==> src/sv/kmsd_pkg.sv <==
// Shared types and constants for the key matrix scan debouncer.
`timescale 1ns / 1ps
package kmsd_pkg;

    localparam int COL_W  = 3;
    localparam int ROW_W  = 12;
    localparam int CNT_W  = 8;
    localparam int DATA_W = 32;
    localparam int ADDR_W = 3;

    localparam logic [CNT_W-1:0] DEBOUNCE_RESET = 8'd5;

    // Register index taken from paddr[2] (one 32-bit word per register).
    localparam logic REG_DEBOUNCE = 1'b0;

    typedef struct packed {
        logic             col_ok;
        logic             last;
        logic [COL_W-1:0] col;
        logic [ROW_W-1:0] rows;
    } kmsd_item_t;

    typedef struct packed {
        logic [ROW_W-1:0] stable_bits;
        logic             settled;
    } kmsd_result_t;

    typedef struct packed {
        logic             fire;
        logic             copy;
        logic [CNT_W-1:0] countdown;
    } kmsd_back_status_t;

endpackage

==> src/sv/kmsd_fifo.sv <==
// Two-entry queue with simultaneous push and pop.
`timescale 1ns / 1ps
module kmsd_fifo #(
    parameter int W = 8
) (
    input  logic         clk,
    input  logic         rst_n,
    input  logic         wr_en,
    input  logic [W-1:0] wr_data,
    output logic         full,
    input  logic         rd_en,
    output logic [W-1:0] rd_data,
    output logic         empty
);

    logic [W-1:0] mem_reg [2];
    logic         wr_ptr_reg;
    logic         wr_ptr_next;
    logic         rd_ptr_reg;
    logic         rd_ptr_next;
    logic [1:0]   count_reg;
    logic [1:0]   count_next;
    logic         do_wr;
    logic         do_rd;

    assign full    = (count_reg == 2'd2);
    assign empty   = (count_reg == 2'd0);
    assign do_wr   = wr_en && !full;
    assign do_rd   = rd_en && !empty;
    assign rd_data = mem_reg[rd_ptr_reg];

    always_comb
    begin
        wr_ptr_next = do_wr ? !wr_ptr_reg : wr_ptr_reg;
        rd_ptr_next = do_rd ? !rd_ptr_reg : rd_ptr_reg;
        count_next  = count_reg;
        if (do_wr && !do_rd)
        begin
            count_next = count_reg + 2'd1;
        end
        else if (do_rd && !do_wr)
        begin
            count_next = count_reg - 2'd1;
        end
    end

    always_ff @(posedge clk or negedge rst_n)
    begin
        if (!rst_n)
        begin
            wr_ptr_reg <= 1'b0;
            rd_ptr_reg <= 1'b0;
            count_reg  <= 2'd0;
        end
        else
        begin
            wr_ptr_reg <= wr_ptr_next;
            rd_ptr_reg <= rd_ptr_next;
            count_reg  <= count_next;
        end
    end

    always_ff @(posedge clk)
    begin
        if (do_wr)
        begin
            mem_reg[wr_ptr_reg] <= wr_data;
        end
    end

endmodule

==> src/sv/kmsd_front.sv <==
// Front end: takes column beats, classifies and masks them, queues them.
`timescale 1ns / 1ps
module kmsd_front
    import kmsd_pkg::*;
#(
    parameter int NUM_COLUMNS = 6,
    parameter int NUM_ROWS    = 12
) (
    input  logic             clk,
    input  logic             rst_n,
    input  logic             push,
    output logic             full,
    input  logic [COL_W-1:0] column,
    input  logic [ROW_W-1:0] row_bits,
    output kmsd_item_t       item,
    output logic             item_valid,
    input  logic             item_pop
);

    // 6 bits cover a column count of up to 63
    localparam int CMP_W = 6;
    localparam logic [ROW_W-1:0] ROW_MASK =
        (NUM_ROWS >= ROW_W) ? {ROW_W{1'b1}} : ROW_W'((1 << NUM_ROWS) - 1);

    kmsd_item_t cls;
    logic       item_empty;

    always_comb
    begin
        cls.col_ok = (CMP_W'(column) < CMP_W'(NUM_COLUMNS));
        cls.last   = (CMP_W'(column) == CMP_W'(NUM_COLUMNS - 1));
        cls.col    = column;
        cls.rows   = row_bits & ROW_MASK;
    end

    kmsd_fifo #(
        .W($bits(kmsd_item_t))
    ) u_item_q (
        .clk     (clk),
        .rst_n   (rst_n),
        .wr_en   (push),
        .wr_data (cls),
        .full    (full),
        .rd_en   (item_pop),
        .rd_data (item),
        .empty   (item_empty)
    );

    assign item_valid = !item_empty;

endmodule

==> src/sv/kmsd_back.sv <==
// Back end: pending/stable matrix, shared countdown and result queue.
`timescale 1ns / 1ps
module kmsd_back
    import kmsd_pkg::*;
#(
    parameter int NUM_COLUMNS = 6
) (
    input  logic              clk,
    input  logic              rst_n,
    input  kmsd_item_t        item,
    input  logic              item_valid,
    output logic              item_pop,
    input  logic [CNT_W-1:0]  debounce_scans,
    output logic              empty,
    input  logic              pop,
    output kmsd_result_t      result,
    output kmsd_back_status_t status
);

    localparam int IDX_W = (NUM_COLUMNS > 1) ? $clog2(NUM_COLUMNS) : 1;

    logic [ROW_W-1:0] pending_reg  [NUM_COLUMNS];
    logic [ROW_W-1:0] pending_next [NUM_COLUMNS];
    logic [ROW_W-1:0] stable_reg   [NUM_COLUMNS];
    logic [ROW_W-1:0] stable_next  [NUM_COLUMNS];
    logic [CNT_W-1:0] countdown_reg;
    logic [CNT_W-1:0] countdown_next;

    logic [IDX_W-1:0] idx;
    logic             res_full;
    logic             fire;
    logic             changed;
    logic [CNT_W-1:0] cd_load;
    logic             dec;
    logic             copy;
    kmsd_result_t     res;

    assign fire     = item_valid && !res_full;
    assign item_pop = fire;
    assign idx      = IDX_W'(item.col);

    always_comb
    begin
        changed = item.col_ok && (pending_reg[idx] != item.rows);
        cd_load = changed ? debounce_scans : countdown_reg;
        dec     = item.col_ok && item.last && (cd_load != '0);
        copy    = dec && (cd_load == CNT_W'(1));

        countdown_next = countdown_reg;
        if (fire)
        begin
            countdown_next = dec ? cd_load - CNT_W'(1) : cd_load;
        end

        for (int i = 0; i < NUM_COLUMNS; i++)
        begin
            pending_next[i] = pending_reg[i];
            stable_next[i]  = stable_reg[i];
            if (fire && changed && (idx == IDX_W'(i)))
            begin
                pending_next[i] = item.rows;
            end
        end
        if (fire && copy)
        begin
            for (int i = 0; i < NUM_COLUMNS; i++)
            begin
                stable_next[i] = pending_next[i];
            end
        end

        // after a copy this column's stable value is the incoming rows
        if (!item.col_ok)
        begin
            res.stable_bits = '0;
        end
        else if (copy)
        begin
            res.stable_bits = item.rows;
        end
        else
        begin
            res.stable_bits = stable_reg[idx];
        end
        res.settled = (fire ? (dec ? cd_load - CNT_W'(1) : cd_load) : countdown_reg) == '0;
    end

    always_ff @(posedge clk or negedge rst_n)
    begin
        if (!rst_n)
        begin
            countdown_reg <= DEBOUNCE_RESET;
            for (int i = 0; i < NUM_COLUMNS; i++)
            begin
                pending_reg[i] <= '0;
                stable_reg[i]  <= '0;
            end
        end
        else
        begin
            countdown_reg <= countdown_next;
            for (int i = 0; i < NUM_COLUMNS; i++)
            begin
                pending_reg[i] <= pending_next[i];
                stable_reg[i]  <= stable_next[i];
            end
        end
    end

    kmsd_fifo #(
        .W($bits(kmsd_result_t))
    ) u_result_q (
        .clk     (clk),
        .rst_n   (rst_n),
        .wr_en   (fire),
        .wr_data (res),
        .full    (res_full),
        .rd_en   (pop),
        .rd_data (result),
        .empty   (empty)
    );

    assign status.fire      = fire;
    assign status.copy      = fire && copy;
    assign status.countdown = countdown_reg;

endmodule

==> src/sv/key_matrix_scan_debouncer_unit.sv <==
// Top level of the key matrix scan debouncer.
`timescale 1ns / 1ps
// Usage:
//   Input channel (push/full): one beat per scanned column, carrying the
//   column index and active-high row bits. A beat is taken when push is high
//   and full is low.
//   Result channel (empty/pop): one beat per input beat, in order, with the
//   debounced row bits of that column and the settled flag. The oldest result
//   sits on the ports while empty is low and leaves when pop is high.
//   Config (APB): debounce_scans at byte address 0; pready is always high.
//   Write it only while no beat is in flight.
// Path: an accepted beat is written into the front queue, then the back end's
//   update writes its result into the result queue while that queue has room;
//   the result then sits on the ports until popped.
// Throughput: one beat per cycle while the result queue is not full; the
//   compare, countdown update and parallel matrix copy happen in one update.
// Reset: pending and stable matrices clear to zero, countdown and
//   debounce_scans load 5, both queues empty.
// Stall: when pop stays low the result queue fills, the back end stops
//   draining the front queue, and full rises once that queue holds two beats.
module key_matrix_scan_debouncer_unit
    import kmsd_pkg::*;
#(
    parameter int NUM_COLUMNS = 6,
    parameter int NUM_ROWS    = 12
) (
    input  logic              clk,
    input  logic              rst_n,
    input  logic              psel,
    input  logic              penable,
    input  logic              pwrite,
    input  logic [ADDR_W-1:0] paddr,
    input  logic [DATA_W-1:0] pwdata,
    output logic [DATA_W-1:0] prdata,
    output logic              pready,
    input  logic              push,
    output logic              full,
    input  logic [COL_W-1:0]  column,
    input  logic [ROW_W-1:0]  row_bits,
    output logic              empty,
    input  logic              pop,
    output logic [ROW_W-1:0]  stable_bits,
    output logic              settled
);

    logic [CNT_W-1:0]  debounce_reg;
    logic [CNT_W-1:0]  debounce_next;
    logic              cfg_wr;
    kmsd_item_t        item;
    logic              item_valid;
    logic              item_pop;
    kmsd_result_t      result;
    kmsd_back_status_t back_st;

    assign pready = 1'b1;
    assign cfg_wr = psel && penable && pwrite && pready;

    always_comb
    begin
        debounce_next = debounce_reg;
        if (cfg_wr && (paddr[2] == REG_DEBOUNCE))
        begin
            debounce_next = pwdata[CNT_W-1:0];
        end
        prdata = '0;
        if (paddr[2] == REG_DEBOUNCE)
        begin
            prdata = DATA_W'(debounce_reg);
        end
    end

    always_ff @(posedge clk or negedge rst_n)
    begin
        if (!rst_n)
        begin
            debounce_reg <= DEBOUNCE_RESET;
        end
        else
        begin
            debounce_reg <= debounce_next;
        end
    end

    kmsd_front #(
        .NUM_COLUMNS (NUM_COLUMNS),
        .NUM_ROWS    (NUM_ROWS)
    ) u_front (
        .clk        (clk),
        .rst_n      (rst_n),
        .push       (push),
        .full       (full),
        .column     (column),
        .row_bits   (row_bits),
        .item       (item),
        .item_valid (item_valid),
        .item_pop   (item_pop)
    );

    kmsd_back #(
        .NUM_COLUMNS (NUM_COLUMNS)
    ) u_back (
        .clk            (clk),
        .rst_n          (rst_n),
        .item           (item),
        .item_valid     (item_valid),
        .item_pop       (item_pop),
        .debounce_scans (debounce_reg),
        .empty          (empty),
        .pop            (pop),
        .result         (result),
        .status         (back_st)
    );

    assign stable_bits = result.stable_bits;
    assign settled     = result.settled;

    // an accepted beat is waiting in the front queue on the next cycle
    a_front_holds: assert property (@(posedge clk) disable iff (!rst_n)
        (push && !full) |=> item_valid)
        else $error("accepted beat missing from front queue");

    a_back_source: assert property (@(posedge clk) disable iff (!rst_n)
        back_st.fire |-> item_valid)
        else $error("back end fired with no queued beat");

    // a matrix copy happens only as the countdown reaches zero
    a_copy_zero: assert property (@(posedge clk) disable iff (!rst_n)
        back_st.copy |=> (back_st.countdown == '0))
        else $error("matrix copy without countdown reaching zero");

    a_result_follows: assert property (@(posedge clk) disable iff (!rst_n)
        back_st.fire |=> !empty)
        else $error("result queue empty after back end fired");

endmodule
==> config.mk <==
export PLATFORM = sky130hd
export DESIGN_NAME = key_matrix_scan_debouncer_unit
export DESIGN_NICKNAME = d
export VERILOG_FILES = /design/src/sv/kmsd_pkg.sv /design/src/sv/kmsd_fifo.sv /design/src/sv/kmsd_front.sv /design/src/sv/kmsd_back.sv /design/src/sv/key_matrix_scan_debouncer_unit.sv
export SDC_FILE = /design/constraint.sdc
export NUM_CORES = 1
export LEC_CHECK = 0
export BUFFER_PORTS_ARGS = -buffer_cell sky130_fd_sc_hd__buf_2
export CAP_MARGIN = 20
export CORE_MARGIN = 2
export CORE_UTILIZATION = 55
export DETAILED_ROUTE_END_ITERATION = 7
export PLACE_DENSITY = 0.75
export SYNTH_ARGS = -nofsm -noshare
export SYNTH_HDL_FRONTEND = slang
export SYNTH_SLANG_ARGS = --single-unit
==> constraint.sdc <==
create_clock -name clk -period 11.45 [get_ports clk]
set_input_delay 1.145 -clock clk [delete_from_list [all_inputs] [get_ports clk]]
set_output_delay 1.145 -clock clk [all_outputs]
set_load 0.03 [all_outputs]
==> impl_summary.txt <==
----------------------------------------------------
[Final layout]
  Fillers ... 1,585
  Area delta synth->final ... 10.6%
  Number of nets at the end of the flow ... 1,073
  Most common cell after layout, fill and taps aside ... sky130_fd_sc_hd__dfrtp_1
  Share of layout cells above drive strength 1 ... 22.6%
  Fraction of the core area covered by cells at the end of the flow ... 62.2%
  Most frequent cells in the layout ... sky130_fd_sc_hd__dfrtp_1, sky130_fd_sc_hd__mux2_2, sky130_fd_sc_hd__nand2_1
  Antenna fix cells ... 0

[Detailed routing]
  Vias/cell ... 6.06
  Wire length per cell after detailed routing ... 20.2 um
  DRC marker count from the first detailed-route iteration ... 558
  Total length of routed wires ... 26.1 mm
  Drc violations ... 0
  Antenna-violating nets left ... 0
  Detailed-router iteration count before antenna repair ... 5
  Number of vias after detailed routing ... 7,824

[Clock network]
  Hold buffers post-CTS ... 0
  Quantity of gates resized following cts ... 0
  TritonCTS clock tree ... yes
  Clock insertion delay at the later pin of the skew report ... 0.51 ns
  Number of clock buffers inserted by TritonCTS ... 24
  Root Buffer ... sky130_fd_sc_hd__clkbuf_16
  H-tree depth reported by CTS ... 1
  Number of clock sinks ... 228
  Clk pin slew, worst setup/hold paths ... 0.06 ns
  Post-CTS Setup Bufs ... 0
  CTS max path bufs ... 3

[Run status]
  Status ... finished, final reports clean

[Timing]
  Unrepaired setup endpoints after global routing ... no
  Count of final hold-check violations ... 0
  Max Clock Skew ... 0.0106 ns
  Worst Max-Slew Pin Slew ... 1.06 ns
  Post-route fraction of the period consumed by the critical path ... 49.6%
  Final count of negative-setup-slack endpoints ... 0
  Final count of pins violating max slew ... 0
  Relative slew slack ... 29.2%
  Shortest clock period the worst path allows after layout ... 5.68 ns
  Total Negative Setup Slacks ... 0 ns
  Worst hold margin ... 0.466 ns
  Achievable clock frequency ... 176 MHz

[Pwr]
  Max rail drop VDD ... 0.000166 V
  LEAKAGE ... 0.00523 uW
  Power per cell area ... 295 mW/mm2

[Critical path]
  Crit path DAT ... 5.95 ns
  CP Capture Type ... flip-flop
  Worst r2r dst ... u_back.u_result_q.mem_reg[1][0]$_DFFE_PP_
  Startpoint of the lowest-slack register-to-register path ... u_front.u_item_q.rd_ptr_reg$_DFFE_PN0P_
  Path type of the worst setup path ... flip-flop to flip-flop
  Type of element launching the critical path ... flip-flop
  Maximum net fanout on the critical path ... 30
  Length in cells of the worst reg-to-reg path ... 15
  Reg2Reg Setup Slack ... 5.77 ns
  Worst endpoint required time ... 11.72 ns

[GRT]
  Antenna violations before repair ... 0
  M3 GR Usage ... 4.98%
  GR Util All Layers ... 24.9%
  GR met2 Demand/Resource ... 39.9%
  Overflow left after global routing ... 0
  GRT busiest layer ... met2
  Wire length of the first global-routing pass ... 42.3 mm
  GRT met1 Usage ... 33.9%
  Largest net degree at the start of global routing ... 112
  Number of global-route vias before repair ... 7,733

[Die]
  Area of the core region ... 0.0196 mm2
  Starting density of the core ... 56.2%
  Vertical extent of the die ... 146 um
  Site row count ... 51
  IO Count ... 105
  Die Outline Area ... 0.0212 mm2
  Horiz. Die Dim ... 146 um

[Run]
  Maximum capacitance violations ... 0

[Logic synthesis]
  Flops & latches, synth ... 228
  Post-Synth Adder-Cell Area ... 0.341%
  Fraction of registers with async set/reset ... 73.7%
  Number of standard cells after synthesis ... 975
  Leading cell types by total area after synthesis ... sky130_fd_sc_hd__dfrtp_1, sky130_fd_sc_hd__edfxtp_1, sky130_fd_sc_hd__mux2_2
  Share of cell area taken by muxes after synthesis ... 14.0%
  Fraction of the mapped netlist area in simple logic gates ... 11.6%
  Total number of yosys warnings ... 0
  Number of enable-type register cells in the synthesized netlist ... 60
  Post-synth top flop ... sky130_fd_sc_hd__dfrtp_1
  Netlist area before placement ... 0.0110 mm2
  Yosys cell types ... 74
  Register area share after synthesis ... 54.6%
  Top cell type by total area after synthesis ... sky130_fd_sc_hd__dfrtp_1
  Synth Area per Inst ... 11.3 um2
  Area fraction in compound gates after synthesis ... 13.6%
  Xor/xnor cell area share of the yosys netlist ... 1.35%
  Synth top area share ... 37.3%
  Largest family of logic cells by synthesized area ... multiplexers

[Placed design]
  Quantity of I/O buffers inserted on ports ... 53
  Placer Congestion ... 0.904
  Post-detailed-placement half-perimeter wirelength ... 16.9 mm

[Hold path]
  Classification of the worst-slack hold path ... input pin to asynchronous set/reset pin

----------------------------------------------------
worst max-delay path, stage by stage, from the launching register on:
cell                        delay (ns)
sky130_fd_sc_hd__dfrtp_2          0.52
sky130_fd_sc_hd__buf_4            0.46
sky130_fd_sc_hd__mux2_2           0.60
sky130_fd_sc_hd__mux2i_1          0.19
sky130_fd_sc_hd__o221a_1          0.27
sky130_fd_sc_hd__mux2i_1          0.19
sky130_fd_sc_hd__a2111oi_2        0.43
sky130_fd_sc_hd__nand3_2          0.22
sky130_fd_sc_hd__o21bai_4         0.53
sky130_fd_sc_hd__mux2_2           0.41
sky130_fd_sc_hd__inv_1            0.06
sky130_fd_sc_hd__ha_1             0.18
sky130_fd_sc_hd__o2111ai_2        0.27
sky130_fd_sc_hd__o311ai_0         0.43
sky130_fd_sc_hd__o311ai_1         0.20
sky130_fd_sc_hd__nor4_1           0.44
layer usage:
metal | vias up | share of wire (%)
li1 | 3585 | -
met1 | 3871 | 42
met2 | 301 | 46
met3 | 67 | 7.3
met4 | 0 | 3.9
met5 | - | 0
cell families after synthesis:
logic type      after synthesis
simple gates                262
other cells                   2
mux                         140
fa+ha+maj                     3
xor+xnor                     17
flops                       228
compound gates              229
buf+inv                      94
cell type report:
type                       count  area, um2  area share, %
sequential                   228       6010           49.3
multi-input combinational    676       4630           38.0
clock buffer                  33        666           5.46
timing repair buffer          73        442           3.62
tap                          265        332           2.72
clock inverter                 7       63.8          0.524
inverter                      10       37.5          0.308
Yosys cell counts, types with 6 or more instances:
library cell and count:
sky130_fd_sc_hd__a211oi_1 10, sky130_fd_sc_hd__a21boi_0 6, sky130_fd_sc_hd__a21o_1 18, sky130_fd_sc_hd__a21oi_1 69
sky130_fd_sc_hd__a31oi_1 7, sky130_fd_sc_hd__and2_1 7, sky130_fd_sc_hd__and3_1 7, sky130_fd_sc_hd__buf_2 26
sky130_fd_sc_hd__buf_4 29, sky130_fd_sc_hd__clkbuf_1 28, sky130_fd_sc_hd__dfrtp_1 164, sky130_fd_sc_hd__edfxtp_1 60
sky130_fd_sc_hd__inv_1 10, sky130_fd_sc_hd__mux2_1 6, sky130_fd_sc_hd__mux2_2 101, sky130_fd_sc_hd__mux2i_1 32
sky130_fd_sc_hd__nand2_1 86, sky130_fd_sc_hd__nand3_1 13, sky130_fd_sc_hd__nor2_1 80, sky130_fd_sc_hd__nor2b_1 10
sky130_fd_sc_hd__nor3_1 8, sky130_fd_sc_hd__nor4_1 10, sky130_fd_sc_hd__o21ai_0 51, sky130_fd_sc_hd__o22ai_1 10
sky130_fd_sc_hd__or3_1 6, sky130_fd_sc_hd__xnor2_1 14
how the worst max path moves through the flow:
stage                                               from                                   endpoint  slack [ns]
4_1_cts          u_front.u_item_q.rd_ptr_reg$_DFFE_PN0P_  u_back.u_result_q.mem_reg[1][0]$_DFFE_PP_        5.81
3_5_place_dp     u_front.u_item_q.rd_ptr_reg$_DFFE_PN0P_  u_back.u_result_q.mem_reg[0][0]$_DFFE_PP_        5.85
5_1_grt          u_front.u_item_q.rd_ptr_reg$_DFFE_PN0P_  u_back.u_result_q.mem_reg[1][0]$_DFFE_PP_        5.30
2_1_floorplan  u_front.u_item_q.mem_reg[0][12]$_DFFE_PP_  u_back.u_result_q.mem_reg[0][0]$_DFFE_PP_        7.11
3_3_place_gp     u_front.u_item_q.rd_ptr_reg$_DFFE_PN0P_  u_back.u_result_q.mem_reg[0][0]$_DFFE_PP_        5.97
6_report         u_front.u_item_q.rd_ptr_reg$_DFFE_PN0P_  u_back.u_result_q.mem_reg[1][0]$_DFFE_PP_        5.77
power by group:
group / switching, uW / total, uW / internal [uW]
combinational: 913 / 1470 / 554
clock: 303 / 729 / 427
sequential: 195 / 1390 / 1200
stage by stage:
stage               cells  worst slack [ns]  power, uW  area (um2)
floorplan             998              7.11       2420       11100
global placement     1250              5.97       2800       11400
detailed placement   1250              5.85       2830       11400
CTS                  1290              5.81       3580       12100
global route         1292              5.30       3810       12200
finish               1292              5.77       3590       12200
No activity file was read; power rests on OpenSTA's default activity.
